$ cat src/design/button_gesture_detector_unit_assert.svh
// ----------------------------------------------------------------------------
// Button gesture detector assertion macros
// Concurrent assertion wrappers on aclk; empty under synthesis.
// ----------------------------------------------------------------------------
`ifndef BUTTON_GESTURE_DETECTOR_UNIT_ASSERT_SVH
`define BUTTON_GESTURE_DETECTOR_UNIT_ASSERT_SVH
`ifndef SYNTHESIS
`define BGD_ASSERT(lbl, prop, msg) \
    lbl: assert property (@(posedge aclk) disable iff (!aresetn) prop) else $error(msg);
`define BGD_ASSERT_RST(lbl, prop, msg) \
    lbl: assert property (@(posedge aclk) prop) else $error(msg);
`else
`define BGD_ASSERT(lbl, prop, msg)
`define BGD_ASSERT_RST(lbl, prop, msg)
`endif
`endif

$ cat src/design/bgd_pkg.sv
// ----------------------------------------------------------------------------
// Button gesture detector package
// Shared constants, event codes, register map and interface structs.
// ----------------------------------------------------------------------------
package bgd_pkg;

    localparam int NUM_BUTTONS = 4;
    localparam int BTN_W       = (NUM_BUTTONS > 1) ? $clog2(NUM_BUTTONS) : 1;
    localparam int PIN_W       = 4;

    // event kinds, also the enable bit positions
    localparam logic [2:0] EV_PRESS   = 3'd0;
    localparam logic [2:0] EV_RELEASE = 3'd1;
    localparam logic [2:0] EV_CLICK   = 3'd2;
    localparam logic [2:0] EV_HOLD    = 3'd3;
    localparam logic [2:0] EV_TOCK    = 3'd4;
    localparam logic [2:0] EV_SWITCH  = 3'd5;

    // register indexes
    localparam logic [1:0] REG_ENABLES  = 2'd0;
    localparam logic [1:0] REG_GRACE    = 2'd1;
    localparam logic [1:0] REG_DEBOUNCE = 2'd2;
    localparam logic [1:0] REG_PULSE    = 2'd3;

    localparam logic [5:0]  RST_ENABLES  = 6'd63;
    localparam logic [15:0] RST_GRACE    = 16'd400;
    localparam logic [9:0]  RST_DEBOUNCE = 10'd50;
    localparam logic [15:0] RST_PULSE    = 16'd1000;

    // datapath step phases
    localparam logic [1:0] PH_DEB = 2'd0;
    localparam logic [1:0] PH_HKA = 2'd1;
    localparam logic [1:0] PH_HKM = 2'd2;
    localparam logic [1:0] PH_HKB = 2'd3;

    localparam logic [1:0] LAST_SLOT = 2'd2;

    typedef struct packed {
        logic [5:0]  enables;
        logic [15:0] grace;
        logic [9:0]  debounce;
        logic [15:0] pulse;
    } cfg_t;

    typedef struct packed {
        logic [2:0]  kind;
        logic [2:0]  btn;
        logic [31:0] value;
    } evt_t;

    typedef struct packed {
        logic             start;
        logic [1:0]       phase;
        logic [BTN_W-1:0] btn;
        logic [1:0]       slot;
        logic             push;
        logic             commit;
        logic             flush;
        logic             finish;
    } cmd_t;

    typedef struct packed {
        logic fire;
        logic hk;
        logic evt_valid;
        logic can_push;
        logic pend_v;
    } sts_t;

endpackage

$ cat src/design/button_gesture_detector_unit.sv
// Sequence: an item passes the idle and dispatch states; a debounce tick then steps
// through each button's event slots, housekeeping through the HKA, HKM and HKB phases
// of each button, and a flush sends out the held last event; back-pressure can stall them.
// The controller steps buttons one by one through a shared event unit.
// Throughput: one item at a time; the next is taken once the tick's events are queued.
// Reset: aresetn synchronous, active low; registers to defaults, time to 1.
// ----------------------------------------------------------------------------
// Button gesture detector top level
// Debounced press, release, click, hold, tock and switch events from button levels.
// ----------------------------------------------------------------------------
module button_gesture_detector_unit (
    input  logic        aclk,
    input  logic        aresetn,
    input  logic        s_tvalid,
    output logic        s_tready,
    input  logic [7:0]  s_tdata,   // [3:0] pin_levels
    input  logic        s_tuser,   // [0] housekeeping
    output logic        m_tvalid,
    input  logic        m_tready,
    output logic [39:0] m_tdata,   // [2:0] event_kind, [5:3] button_number,
                                   // [37:6] event_value
    output logic        m_tlast,
    input  logic        psel,
    input  logic        penable,
    input  logic        pwrite,
    input  logic [3:0]  paddr,
    input  logic [31:0] pwdata,
    output logic [31:0] prdata,
    output logic        pready
);
    import bgd_pkg::*;

    cfg_t cfg;
    cmd_t cmd;
    sts_t sts;
    evt_t evt;

    bgd_regs u_regs (
        .aclk    (aclk),
        .aresetn (aresetn),
        .psel    (psel),
        .penable (penable),
        .pwrite  (pwrite),
        .paddr   (paddr),
        .pwdata  (pwdata),
        .prdata  (prdata),
        .pready  (pready),
        .cfg     (cfg)
    );

    bgd_ctrl u_ctrl (
        .aclk    (aclk),
        .aresetn (aresetn),
        .s_valid (s_tvalid),
        .s_ready (s_tready),
        .sts     (sts),
        .cmd     (cmd)
    );

    bgd_dp u_dp (
        .aclk    (aclk),
        .aresetn (aresetn),
        .cfg     (cfg),
        .in_pins (s_tdata[PIN_W-1:0]),
        .in_hk   (s_tuser),
        .cmd     (cmd),
        .sts     (sts),
        .m_valid (m_tvalid),
        .m_ready (m_tready),
        .m_evt   (evt),
        .m_last  (m_tlast)
    );

    assign m_tdata = {2'b00, evt.value, evt.btn, evt.kind};

endmodule

$ cat src/design/bgd_regs.sv
// ----------------------------------------------------------------------------
// Button gesture detector configuration registers
// APB-style register file holding enables and timing settings.
// ----------------------------------------------------------------------------
module bgd_regs (
    input  logic              aclk,
    input  logic              aresetn,
    input  logic              psel,
    input  logic              penable,
    input  logic              pwrite,
    input  logic [3:0]        paddr,
    input  logic [31:0]       pwdata,
    output logic [31:0]       prdata,
    output logic              pready,
    output bgd_pkg::cfg_t     cfg
);
    import bgd_pkg::*;

    cfg_t       cfg_reg;
    logic [1:0] idx;
    logic       wr;

    assign idx    = paddr[3:2];
    assign wr     = psel & penable & pwrite;
    assign pready = 1'b1;
    assign cfg    = cfg_reg;

    // write registers
    always_ff @(posedge aclk) begin
        if (!aresetn) begin
            cfg_reg.enables  <= RST_ENABLES;
            cfg_reg.grace    <= RST_GRACE;
            cfg_reg.debounce <= RST_DEBOUNCE;
            cfg_reg.pulse    <= RST_PULSE;
        end else if (wr) begin
            unique case (idx)
                REG_ENABLES:  cfg_reg.enables  <= pwdata[5:0];
                REG_GRACE:    cfg_reg.grace    <= pwdata[15:0];
                REG_DEBOUNCE: cfg_reg.debounce <= pwdata[9:0];
                REG_PULSE:    cfg_reg.pulse    <= pwdata[15:0];
                default: ;
            endcase
        end
    end

    // read back
    always_comb begin
        unique case (idx)
            REG_ENABLES:  prdata = {26'd0, cfg_reg.enables};
            REG_GRACE:    prdata = {16'd0, cfg_reg.grace};
            REG_DEBOUNCE: prdata = {22'd0, cfg_reg.debounce};
            REG_PULSE:    prdata = {16'd0, cfg_reg.pulse};
            default:      prdata = 32'd0;
        endcase
    end

endmodule

$ cat src/design/bgd_ctrl.sv
// ----------------------------------------------------------------------------
// Button gesture detector controller
// Sequences debounce and housekeeping steps over the buttons.
// ----------------------------------------------------------------------------
module bgd_ctrl (
    input  logic          aclk,
    input  logic          aresetn,
    input  logic          s_valid,
    output logic          s_ready,
    input  bgd_pkg::sts_t sts,
    output bgd_pkg::cmd_t cmd
);
    import bgd_pkg::*;

    localparam logic [2:0] ST_IDLE  = 3'd0;
    localparam logic [2:0] ST_DISP  = 3'd1;
    localparam logic [2:0] ST_DEB   = 3'd2;
    localparam logic [2:0] ST_HKA   = 3'd3;
    localparam logic [2:0] ST_HKM   = 3'd4;
    localparam logic [2:0] ST_HKB   = 3'd5;
    localparam logic [2:0] ST_FLUSH = 3'd6;

    localparam logic [BTN_W-1:0] BTN_LAST = BTN_W'(NUM_BUTTONS - 1);

    logic [2:0]       state_reg, state_next;
    logic [BTN_W-1:0] btn_reg, btn_next;
    logic [1:0]       slot_reg, slot_next;
    logic             adv;

    assign s_ready = (state_reg == ST_IDLE);
    // a slot moves on when it has no event or its event can be pushed
    assign adv     = !sts.evt_valid || sts.can_push;

    always_comb begin
        state_next = state_reg;
        btn_next   = btn_reg;
        slot_next  = slot_reg;
        cmd        = '0;
        cmd.btn    = btn_reg;
        cmd.slot   = slot_reg;
        unique case (state_reg)
            ST_IDLE: begin
                if (s_valid) begin
                    cmd.start  = 1'b1;
                    state_next = ST_DISP;
                end
            end
            ST_DISP: begin
                btn_next  = '0;
                slot_next = '0;
                if (sts.fire) begin
                    state_next = ST_DEB;
                end else if (sts.hk) begin
                    state_next = ST_HKA;
                end else begin
                    state_next = ST_FLUSH;
                end
            end
            ST_DEB: begin
                cmd.phase = PH_DEB;
                cmd.push  = sts.evt_valid && sts.can_push;
                if (adv) begin
                    if (slot_reg == LAST_SLOT) begin
                        cmd.commit = 1'b1;
                        slot_next  = '0;
                        if (btn_reg == BTN_LAST) begin
                            btn_next   = '0;
                            state_next = sts.hk ? ST_HKA : ST_FLUSH;
                        end else begin
                            btn_next = btn_reg + 1'b1;
                        end
                    end else begin
                        slot_next = slot_reg + 1'b1;
                    end
                end
            end
            ST_HKA: begin
                cmd.phase = PH_HKA;
                cmd.push  = sts.evt_valid && sts.can_push;
                if (adv) begin
                    cmd.commit = 1'b1;
                    state_next = ST_HKM;
                end
            end
            ST_HKM: begin
                cmd.phase  = PH_HKM;
                cmd.commit = 1'b1;
                state_next = ST_HKB;
            end
            ST_HKB: begin
                cmd.phase = PH_HKB;
                cmd.push  = sts.evt_valid && sts.can_push;
                if (adv) begin
                    cmd.commit = 1'b1;
                    if (btn_reg == BTN_LAST) begin
                        btn_next   = '0;
                        state_next = ST_FLUSH;
                    end else begin
                        btn_next   = btn_reg + 1'b1;
                        state_next = ST_HKA;
                    end
                end
            end
            ST_FLUSH: begin
                cmd.flush = 1'b1;
                if (!sts.pend_v) begin
                    cmd.finish = 1'b1;
                    state_next = ST_IDLE;
                end
            end
            default: state_next = ST_IDLE;
        endcase
    end

    // advance state
    always_ff @(posedge aclk) begin
        if (!aresetn) begin
            state_reg <= ST_IDLE;
            btn_reg   <= '0;
            slot_reg  <= '0;
        end else begin
            state_reg <= state_next;
            btn_reg   <= btn_next;
            slot_reg  <= slot_next;
        end
    end

endmodule

$ cat src/design/bgd_dp.sv
// ----------------------------------------------------------------------------
// Button gesture detector datapath
// Per-button state, event generation and the two-deep output stage.
// ----------------------------------------------------------------------------
`include "button_gesture_detector_unit_assert.svh"

module bgd_dp (
    input  logic                          aclk,
    input  logic                          aresetn,
    input  bgd_pkg::cfg_t                 cfg,
    input  logic [bgd_pkg::PIN_W-1:0]     in_pins,
    input  logic                          in_hk,
    input  bgd_pkg::cmd_t                 cmd,
    output bgd_pkg::sts_t                 sts,
    output logic                          m_valid,
    input  logic                          m_ready,
    output bgd_pkg::evt_t                 m_evt,
    output logic                          m_last
);
    import bgd_pkg::*;

    // tick state
    logic [31:0]            now_reg;
    logic [PIN_W-1:0]       raw_reg;
    logic [9:0]             qc_reg;
    logic [PIN_W-1:0]       pins_reg;
    logic                   fire_reg;
    logic                   hk_reg;

    // per-button state
    logic [NUM_BUTTONS-1:0] deb_reg;
    logic [NUM_BUTTONS-1:0] tog_reg;
    logic [NUM_BUTTONS-1:0] holding_reg;
    logic [31:0]            stamp_reg [NUM_BUTTONS];
    logic [7:0]             cc_reg    [NUM_BUTTONS];
    logic [7:0]             pc_reg    [NUM_BUTTONS];

    logic [31:0]            held_reg;
    logic [23:0]            due_reg;

    // output stage
    evt_t                   out_reg, pend_reg;
    logic                   out_v_reg, out_last_reg, pend_v_reg;

    logic [NUM_BUTTONS-1:0] lvl_vec;
    logic                   lvl, deb, tog, hold_b;
    logic [31:0]            stamp, dt, now_next;
    logic [7:0]             cc, pc;
    logic                   stamp_nz, ge, gt, cc_le1;
    logic                   c1, c1h, c1c, c2, clr_late, tock;
    logic [2:0]             ev_btn;
    logic                   ev_v [3];
    evt_t                   ev   [3];
    evt_t                   sel_ev;
    logic                   sel_v;
    logic                   out_free;

    assign lvl_vec  = NUM_BUTTONS'(pins_reg);
    assign lvl      = lvl_vec[cmd.btn];
    assign deb      = deb_reg[cmd.btn];
    assign tog      = tog_reg[cmd.btn];
    assign hold_b   = holding_reg[cmd.btn];
    assign stamp    = stamp_reg[cmd.btn];
    assign cc       = cc_reg[cmd.btn];
    assign pc       = pc_reg[cmd.btn];
    assign dt       = now_reg - stamp;
    assign stamp_nz = (stamp != 32'd0);
    assign ge       = (dt >= {16'd0, cfg.grace});
    assign gt       = (dt > {16'd0, cfg.grace});
    assign cc_le1   = (cc <= 8'd1);
    assign ev_btn   = 3'(32'(cmd.btn) + 32'd1);

    // housekeeping decisions
    assign c1       = stamp_nz && ge && !hold_b && deb;
    assign c1h      = c1 && cfg.enables[EV_HOLD] && cc_le1;
    assign c1c      = c1 && !c1h && cfg.enables[EV_CLICK] && (cc > 8'd1);
    assign c2       = stamp_nz && ge && !hold_b && !deb && (cc != 8'd0);
    assign clr_late = stamp_nz && gt && !deb;
    assign tock     = cfg.enables[EV_TOCK] && hold_b && cc_le1 && (pc != 8'hFF)
                      && (held_reg >= {8'd0, due_reg});

    // build the events of the current step
    always_comb begin
        for (int k = 0; k < 3; k++) begin
            ev_v[k]     = 1'b0;
            ev[k].kind  = EV_PRESS;
            ev[k].btn   = ev_btn;
            ev[k].value = 32'd0;
        end
        unique case (cmd.phase)
            PH_DEB: begin
                if (lvl != deb) begin
                    if (lvl) begin
                        ev_v[0]     = cfg.enables[EV_PRESS];
                        ev_v[1]     = cfg.enables[EV_SWITCH];
                        ev[1].kind  = EV_SWITCH;
                        ev[1].value = {31'd0, ~tog};
                        ev_v[2]     = cfg.enables[EV_CLICK] && (cc == 8'd0);
                        ev[2].kind  = EV_CLICK;
                    end else begin
                        ev_v[0]     = cfg.enables[EV_RELEASE];
                        ev[0].kind  = EV_RELEASE;
                        ev[0].value = dt;
                        ev_v[1]     = stamp_nz && ge && cc_le1 && cfg.enables[EV_HOLD];
                        ev[1].kind  = EV_HOLD;
                        ev[1].value = dt;
                        ev_v[2]     = ev_v[1];
                        ev[2].kind  = EV_TOCK;
                    end
                end
            end
            PH_HKA: begin
                if (c1h) begin
                    ev_v[0]    = 1'b1;
                    ev[0].kind = EV_HOLD;
                end else if (c1c) begin
                    ev_v[0]     = 1'b1;
                    ev[0].kind  = EV_CLICK;
                    ev[0].value = 32'd0 - {24'd0, cc};
                end else if (c2 && cfg.enables[EV_CLICK]) begin
                    ev_v[0]     = 1'b1;
                    ev[0].kind  = EV_CLICK;
                    ev[0].value = {24'd0, cc};
                end
            end
            PH_HKB: begin
                ev_v[0]     = tock;
                ev[0].kind  = EV_TOCK;
                ev[0].value = {24'd0, pc};
            end
            default: ;
        endcase
    end

    always_comb begin
        case (cmd.slot)
            2'd1:    begin sel_v = ev_v[1]; sel_ev = ev[1]; end
            2'd2:    begin sel_v = ev_v[2]; sel_ev = ev[2]; end
            default: begin sel_v = ev_v[0]; sel_ev = ev[0]; end
        endcase
    end

    assign out_free = !out_v_reg || m_ready;
    assign now_next = (now_reg == 32'hFFFF_FFFF) ? 32'd1 : now_reg + 32'd1;

    assign sts.fire      = fire_reg;
    assign sts.hk        = hk_reg;
    assign sts.evt_valid = sel_v;
    assign sts.can_push  = !pend_v_reg || out_free;
    assign sts.pend_v    = pend_v_reg;

    assign m_valid = out_v_reg;
    assign m_evt   = out_reg;
    assign m_last  = out_last_reg;

    // take the item, run the debounce countdown, advance time
    always_ff @(posedge aclk) begin
        if (!aresetn) begin
            now_reg  <= 32'd1;
            raw_reg  <= '0;
            qc_reg   <= '0;
            pins_reg <= '0;
            fire_reg <= 1'b0;
            hk_reg   <= 1'b0;
        end else begin
            if (cmd.start) begin
                pins_reg <= in_pins;
                hk_reg   <= in_hk;
                fire_reg <= 1'b0;
                if (in_pins != raw_reg) begin
                    raw_reg <= in_pins;
                    qc_reg  <= (cfg.debounce == 10'd0) ? 10'd1 : cfg.debounce;
                end else if (qc_reg != 10'd0) begin
                    qc_reg   <= qc_reg - 10'd1;
                    fire_reg <= (qc_reg == 10'd1);
                end
            end
            if (cmd.finish) begin
                now_reg <= now_next;
            end
        end
    end

    // commit per-button state at the end of a step
    always_ff @(posedge aclk) begin
        if (!aresetn) begin
            deb_reg     <= '0;
            tog_reg     <= '0;
            holding_reg <= '0;
            for (int i = 0; i < NUM_BUTTONS; i++) begin
                stamp_reg[i] <= '0;
                cc_reg[i]    <= '0;
                pc_reg[i]    <= '0;
            end
        end else if (cmd.commit) begin
            unique case (cmd.phase)
                PH_DEB: begin
                    if (lvl != deb) begin
                        deb_reg[cmd.btn] <= lvl;
                        if (lvl) begin
                            tog_reg[cmd.btn]   <= ~tog;
                            stamp_reg[cmd.btn] <= now_reg;
                            if (cc != 8'hFF) begin
                                cc_reg[cmd.btn] <= cc + 8'd1;
                            end
                        end
                    end
                end
                PH_HKA: begin
                    if (c1) begin
                        holding_reg[cmd.btn] <= 1'b1;
                    end
                    if (c1h && pc != 8'hFF) begin
                        pc_reg[cmd.btn] <= pc + 8'd1;
                    end
                    if (c2) begin
                        cc_reg[cmd.btn] <= 8'd0;
                    end
                    if (c1c || clr_late) begin
                        stamp_reg[cmd.btn]   <= '0;
                        pc_reg[cmd.btn]      <= '0;
                        cc_reg[cmd.btn]      <= '0;
                        holding_reg[cmd.btn] <= 1'b0;
                    end
                end
                PH_HKM: ;
                PH_HKB: begin
                    if (tock) begin
                        pc_reg[cmd.btn] <= pc + 8'd1;
                    end
                end
                default: ;
            endcase
        end
    end

    // elapsed time and tock due time for the tock check
    always_ff @(posedge aclk) begin
        if (cmd.commit && cmd.phase == PH_HKA) begin
            held_reg <= dt;
        end
        if (cmd.commit && cmd.phase == PH_HKM) begin
            due_reg <= cfg.pulse * pc;
        end
    end

    // hold the newest event back until the next one or the end of the tick
    always_ff @(posedge aclk) begin
        if (!aresetn) begin
            out_v_reg    <= 1'b0;
            pend_v_reg   <= 1'b0;
            out_last_reg <= 1'b0;
        end else begin
            if (out_v_reg && m_ready) begin
                out_v_reg <= 1'b0;
            end
            if (cmd.push) begin
                if (pend_v_reg) begin
                    out_reg      <= pend_reg;
                    out_last_reg <= 1'b0;
                    out_v_reg    <= 1'b1;
                end
                pend_reg   <= sel_ev;
                pend_v_reg <= 1'b1;
            end else if (cmd.flush && pend_v_reg && out_free) begin
                out_reg      <= pend_reg;
                out_last_reg <= 1'b1;
                out_v_reg    <= 1'b1;
                pend_v_reg   <= 1'b0;
            end
        end
    end

    `BGD_ASSERT(a_push_room, cmd.push |-> (!pend_v_reg || out_free), "push without room")
    `BGD_ASSERT(a_finish_empty, cmd.finish |-> !pend_v_reg, "tick ended with held item")
    `BGD_ASSERT(a_now_nonzero, now_reg != 32'd0, "time counter hit zero")
    `BGD_ASSERT_RST(a_rst_idle, !aresetn |=> (!out_v_reg && !pend_v_reg), "output not cleared")

endmodule

$ cat config.mk
export PLATFORM = sky130hd
export DESIGN_NAME = button_gesture_detector_unit
export DESIGN_NICKNAME = d
export VERILOG_FILES = /design/src/design/bgd_pkg.sv /design/src/design/button_gesture_detector_unit.sv /design/src/design/bgd_regs.sv /design/src/design/bgd_ctrl.sv /design/src/design/bgd_dp.sv
export VERILOG_INCLUDE_DIRS = /design/src /design/src/design
export SDC_FILE = /design/constraint.sdc
export NUM_CORES = 1
export LEC_CHECK = 0
export BUFFER_PORTS_ARGS = -buffer_cell sky130_fd_sc_hd__buf_2
export CAP_MARGIN = 20
export CORE_ASPECT_RATIO = 1.25
export CORE_MARGIN = 2
export CORE_UTILIZATION = 42
export CTS_CLUSTER_SIZE = 8
export DETAILED_ROUTE_END_ITERATION = 8
export PLACE_DENSITY = 0.65
export SETUP_SLACK_MARGIN = 0.3
export SLEW_MARGIN = 40
export SYNTH_ARGS = -nofsm -noshare
export SYNTH_HDL_FRONTEND = slang
export SYNTH_SLANG_ARGS = --single-unit
$ cat constraint.sdc
create_clock -name aclk -period 11.6 [get_ports aclk]
set_input_delay 0.58 -clock aclk [delete_from_list [all_inputs] [get_ports aclk]]
set_output_delay 0.58 -clock aclk [all_outputs]
set_load 0.05 [all_outputs]
==> qor.yml, run 1 <==
sta:
  finalSetupViolCount: 0
  hold_viol_final: 0
  max_slew.worst_pin.slew_ns: 0.824
  setup_tns_ns: 0
  drv_slew: 0
  fin_crit_ns: 7.15
  max_slew_margin_pct: 45.1
  clock.fmax_mhz: 140
  timing.final.crit_share_pct: 61.6
  finalClockSkew_ns: 0.0378
  rsz0062_at_grt: "false"
clock_network:
  ctsHoldBuffers: 0
  cts_resized: 0
  cts_setup_buffers: 0
  cts_buffer_depth: 3
  cts_tree: "built"
  cts.sinks: 448
  cts_buffers: 61
  clkTransAtPathRegs_ns: 0.05
  clkLatencyLatePin_ns: 0.62
  cts-root-buf: "clkbuf_16"
  htreeDepth: 2
yosys:
  synth.area.mux_share_pct: 6.43
  synth_cell_types: 81
  netlist_area_um2: 26400
  synth_cells: 2523
  seq_area_frac_synth_pct: 46.2
  synth_compound_gate_area_share_pct: 9.31
  synthSimpleGateAreaFrac_pct: 16.7
  synthAdderAreaFrac_pct: 12.8
  postSynthAreaPerCell_um2: 10.5
  ys.flop_type: "edfxtp_1"
  async_flop_share_pct: 0
  synth_edf_count: 324
  synth-xor-area-share_pct: 2.88
  ys_warn_count: 0
  synth_top_family_by_area: "simple AND/OR/NAND/NOR gates"
  ys_ff_latch: 448
placement:
  gp_congestion: 0.859
  dp_hpwl_um: 47700
  port_buffers: 86
worst_setup_path:
  arrival_ns: 7.48
  end_kind: "register"
  cp-start-kind: "register"
  required_ns: 11.93
  cp_max_fo: 48
  worst-setup-path-type: "register to register"
routing:
  drt_iter0_markers: 1533
  dr_total_vias: 19200
  drtPass1Iterations: 7
  wire_per_inst_um: 19.5
  viasPerCell: 5.56
  wl_um: 67300
  final_antenna_net_count: 0
  route.detailed.drc: 0
floorplanning:
  initial_utilization_pct: 42.5
  die-area_um2: 65000
  ios: 128
  rows: 102
  dieHeight_um: 284
  coreArea_um2: 62200
  die_w_um: 228
power_and_ir_drop:
  vdd.ir_drop.worst_mv: 0.133
  power.total_mw: 5.03
  power_leakage_nw: 11.4
  power.density_nw_per_um2: 171
min_path:
  hold_path_class: "input port to register"
layout:
  fillers: 5658
  drive_above_1_share_pct: 11.1
  syn_to_final_growth_pct: 11.3
  nets: 2839
  largest_register_ff_count: 128
outcome:
  outcome: "completed"
grt:
  grt_max_degree: 66
  antenna_found_initial: 0
  grt_pass1_wl_um: 107000
  grt_use_total_pct: 20.7
  first_global_vias: 19700
  grt_overflow: 0
job:
  drv_cap: 0
-- synthesized netlist by cell type (all sizes together), types with 22 or more instances --
master / number / area share [%]
edfxtp: 324 / 37
nand2: 290 / 4.1
nor2: 251 / 3.6
inv: 218 / 3.1
ha: 134 / 6.3
dfxtp: 124 / 9.4
a21oi: 113 / 2.2
and2: 104 / 2.5
clkbuf: 88 / 1.3
fa: 85 / 6.4
o21ai: 85 / 1.6
nand3: 63 / 1.2
nor3: 61 / 1.2
buf: 60 / 1.4
mux4: 58 / 4.9
xor2: 44 / 1.5
xnor2: 43 / 1.4
nor4: 32 / 1.0
mux2i: 31 / 1.2
nand4: 29 / 0.69
a21o: 27 / 0.77
o211ai: 22 / 0.68
-- worst paths after layout --
| kind | start | endpoint | slack (ns) | cells after the start |
|---|---|---|---|---|
| setup reg to reg | register | u_dp.due_reg[23]$_DFFE_PP_ | 4.45 | 22 |
| setup / recovery | register | u_dp.due_reg[23]$_DFFE_PP_ | 4.45 | 22 |
| hold / removal | s_tuser | u_dp.hk_reg$_SDFFE_PN0P_ | 0.21 | 3 |
| hold reg to reg | u_dp.pend_reg[26]$_DFFE_PP_ | u_dp.m_evt[26]$_DFFE_PP_ | 0.42 | 0 |
-- layer usage --
metal / vias to the layer above / track usage, % / wire (um) / part of all wire, %
met3: 148 / 2.29 / 3280 / 4.9
met1: 9489 / 24.5 / 26500 / 39
met5: - / 0 / 0 / 0
li1: 8922 / - / - / -
met2: 638 / 38.5 / 35300 / 52
met4: 0 / 7.81 / 2190 / 3.3
-- logic make-up after synthesis --
group	count (synthesis)
simple gates	928
buf+inv	367
compound gates	376
fa+ha+maj	219
mux	96
other cells	2
flops	448
xor+xnor	87
-- stage by stage --
| stage | util, % | hold WS [ns] | worst slack (ns) | instances | instance area [um2] |
|---|---|---|---|---|---|
| floorplan | - | 0.400 | 3.68 | 2540 | 26500 |
| global placement | 44.3 | 0.401 | 4.08 | 3333 | 27500 |
| detailed placement | 44.5 | 0.405 | 4.49 | 3337 | 27600 |
| CTS | 47.3 | 0.202 | 4.43 | 3450 | 29400 |
| global route | 47.3 | 0.211 | 4.04 | 3450 | 29400 |
| finish | 47.3 | 0.211 | 4.45 | 3451 | 29400 |
-- critical path, cell delays in order, from the launching register on --
cell,delay (ns)
dfxtp_2,0.31
buf_4,0.62
mux4_2,0.67
and2_1,0.29
fa_1,0.46
fa_1,0.55
inv_1,0.05
fa_1,0.46
fa_1,0.56
inv_1,0.05
ha_1,0.32
o21ai_0,0.12
a21boi_0,0.15
o21a_1,0.21
o211ai_1,0.30
a21oi_1,0.16
o31ai_1,0.40
a211o_1,0.22
o21ai_0,0.14
o41a_1,0.37
a21o_1,0.19
a21oi_1,0.16
xnor2_1,0.08
-- area by class of cell --
| class | instances | area (um2) | share of cell area [%] |
|---|---|---|---|
| multi-input cells | 1725 | 12900 | 43.8 |
| flip-flops and latches | 448 | 12200 | 41.5 |
| clock buffers | 110 | 1710 | 5.81 |
| well taps | 832 | 1040 | 3.54 |
| inverters | 219 | 822 | 2.79 |
| repair buffers | 113 | 679 | 2.31 |
| clock inverters | 3 | 68.8 | 0.234 |
| diodes | 1 | 2.50 | 0.00851 |
-- cell usage in the layout, fill, tap and decap left out, types with 19 or more instances in the layout --
master and instances:
a21o_1 27, a21oi_1 112, and2_1 104, buf_2 85, buf_4 25, clkbuf_1 49
clkbuf_16 61, conb_1 19, dfxtp_1 122, edfxtp_1 324, fa_1 85, ha_1 134
inv_1 217, mux2i_1 31, mux4_2 58, nand2_1 287, nand3_1 62, nand4_1 29
nor2_1 247, nor2b_1 19, nor3_1 60, nor4_1 24, o211ai_1 21, o21ai_0 80
xnor2_1 43, xor2_1 44
-- report_power, final --
group | switching [mW] | leakage (nW) | internal, mW
logic | 0.900 | 6.37 | 0.545
clock network | 0.672 | 0.837 | 0.985
registers | 0.0665 | 4.17 | 1.86
Note: power is estimated with default switching activity, not from simulation.
==> run 2, diff against run 1 <==
--- a/config.mk
+++ b/config.mk
@@ -13,7 +13,7 @@
 export CORE_UTILIZATION = 42
 export CTS_CLUSTER_SIZE = 8
 export DETAILED_ROUTE_END_ITERATION = 8
-export PLACE_DENSITY = 0.65
+export PLACE_DENSITY = 0.67
 export SETUP_SLACK_MARGIN = 0.3
 export SLEW_MARGIN = 40
 export SYNTH_ARGS = -nofsm -noshare
==> constraint.sdc (replaced) <==
create_clock -name aclk -period 6.55 [get_ports aclk]
set_input_delay 0.3275 -clock aclk [delete_from_list [all_inputs] [get_ports aclk]]
set_output_delay 0.3275 -clock aclk [all_outputs]
set_load 0.05 [all_outputs]
==> qor.yml, run 2 (synthesized netlist as in run 1, its figures left out) <==
sta:
  clock.fmax_mhz: 165
  drv_slew: 0
  fin_crit_ns: 6.06
  setup_tns_ns: 0
  rsz0062_at_grt: "false"
  timing.final.crit_share_pct: 92.6
  hold_viol_final: 0
  finalClockSkew_ns: 0.0227
  max_slew_margin_pct: 48.3
  max_slew.worst_pin.slew_ns: 0.775
  hold_slack_ns: 0.0205
  finalSetupViolCount: 0
floorplanning:
  dieHeight_um: 284
  die-area_um2: 65000
  initial_utilization_pct: 42.5
  ios: 128
  coreArea_um2: 62200
  die_w_um: 228
  rows: 102
worst_setup_path:
  cp_max_fo: 7
  end_kind: "register"
  required_ns: 6.86
  arrival_ns: 6.37
  r2r_cells: 21
  r2r_end: "u_dp.due_reg[23]$_DFFE_PP_"
  cp-start-kind: "register"
  r2r_slack_ns: 0.49
  worst-setup-path-type: "register to register"
  crit_end: "u_dp.due_reg[23]$_DFFE_PP_"
grt:
  grt_use_total_pct: 20.9
  grt_overflow: 0
  grt_pass1_wl_um: 108000
  antenna_found_initial: 0
  first_global_vias: 20100
  grt_max_degree: 62
min_path:
  hold_depth: 3
  hold_path_class: "input port to register"
layout:
  n_antenna_cell: 0
  seq_area_um2: 12200
  layout.core_utilization_pct: 48.6
  layout_common_cells: "edfxtp_1, nand2_1, nor2_1"
  drive_above_1_share_pct: 13.9
  multi_input_area_um2: 13000
  largest_register_ff_count: 128
  nets: 2898
  layout_commonest_cell: "edfxtp_1"
  fillers: 5542
  syn_to_final_growth_pct: 14.3
power_and_ir_drop:
  power_leakage_nw: 11.8
  power_frac_comb_pct: 29.4
  p_int_mw: 6.25
  power.share.switching_pct: 32.2
  power.density_nw_per_um2: 305
  pwr-share-clk_pct: 33.5
  power.total_mw: 9.21
  p_seq_share_pct: 37.1
  netSwitchingPower_mw: 2.97
  vdd.ir_drop.worst_mv: 0.182
routing:
  route.detailed.drc: 0
  dr_total_vias: 19600
  viasPerCell: 5.59
  drt_iter0_markers: 1540
  final_antenna_net_count: 0
  drtPass1Iterations: 5
  wl_um: 68800
  wire_per_inst_um: 19.7
clock_network:
  cts_buffers: 66
  htreeDepth: 3
  clkLatencyLatePin_ns: 0.58
  clkTransAtPathRegs_ns: 0.05
  cts.sinks: 448
  cts_buffer_depth: 3
  cts-root-buf: "clkbuf_16"
  cts_tree: "built"
outcome:
  outcome: "completed"
placement:
  dp_hpwl_um: 48900
  gp_congestion: 0.900
  port_buffers: 86
job:
  drv_cap: 0
[run 2: changes by cell type in the layout (fill, tap and decap cells not counted), moves of 5 or more]
cell,delta
a21oi_1,-6
a21oi_2,+6
buf_12,+9
buf_4,+33
clkbuf_1,-13
clkbuf_16,+7
dlygate4sd3_1,+5
ha_1,-5
[run 2: layout make-up]
class                   instances  share of cell area (%)
multi-input cells            1726                    43.1
well taps                     832                    3.45
repair buffers                166                    4.06
clock buffers                 102                    5.92
clock inverters                 9                   0.290
flip-flops and latches        448                    40.5
inverters                     219                    2.72
[run 2: worst min-delay path by stage]
stage	start	endpoint	slack [ns]
finish	pwdata[10]	u_regs.cfg[10]$_SDFFE_PN0P_	0.02
global placement	u_dp.pend_reg[1]$_DFFE_PP_	u_dp.m_evt[1]$_DFFE_PP_	0.40
CTS	pwdata[13]	u_regs.cfg[39]$_SDFFE_PN0P_	0.004
detailed placement	u_dp.pend_reg[16]$_DFFE_PP_	u_dp.m_evt[16]$_DFFE_PP_	0.40
floorplan	u_dp.pend_reg[0]$_DFFE_PP_	u_dp.m_evt[0]$_DFFE_PP_	0.40
global route	pwdata[10]	u_regs.cfg[10]$_SDFFE_PN0P_	0.01
[run 2: routing by layer]
metal,vias up,global-route usage [%],routed length (um),share of wire [%]
li1,9032,-,-,-
met1,9666,25.2,27700,40
met2,679,37.4,34900,51
met3,185,2.64,3440,5.0
met4,0,9.23,2860,4.2
met5,-,0,0,0
[run 2: timing repair]
action,in CTS,in global routing
endpoints found under the hold margin,7,0
gates cloned,0,4
pin swaps,8,13
setup buffers,9,14
setup endpoints to repair,33,504
hold buffers,5,0
resized for setup,10,30
[run 2: critical path: stages, from the launching register on]
cell      delay [ns]
dfxtp_4         0.44
buf_6           0.16
buf_4           0.11
mux4_2          0.52
nand2_1         0.11
fa_1            0.46
fa_1            0.55
inv_1           0.05
fa_1            0.47
fa_1            0.59
ha_4            0.24
a21boi_1        0.14
o21a_1          0.18
o211ai_1        0.27
a21oi_2         0.12
o31ai_2         0.25
a211o_1         0.20
o21ai_1         0.10
o41a_1          0.41
a21o_1          0.20
a21oi_2         0.15
xnor2_1         0.07
[run 2: stage by stage]
stage	instance area [um2]	std cells	setup WS, ns
2_1_floorplan	26600	2540	0.312
3_3_place_gp	27800	3357	0.243
3_5_place_dp	27800	3359	0.160
4_1_cts	29900	3484	0.308
5_1_grt	30200	3502	0.301
6_report	30200	3502	0.486
[run 2: power groups by stage]
stage / Sequential, mW / Combinational (mW) / Clock, mW
2_1_floorplan: 3.40 / 1.96 / 0
6_report: 3.42 / 2.71 / 3.09
5_1_grt: 3.44 / 3.02 / 3.25
3_3_place_gp: 3.46 / 2.48 / 0
4_1_cts: 3.42 / 2.60 / 3.14
3_5_place_dp: 3.47 / 2.52 / 0
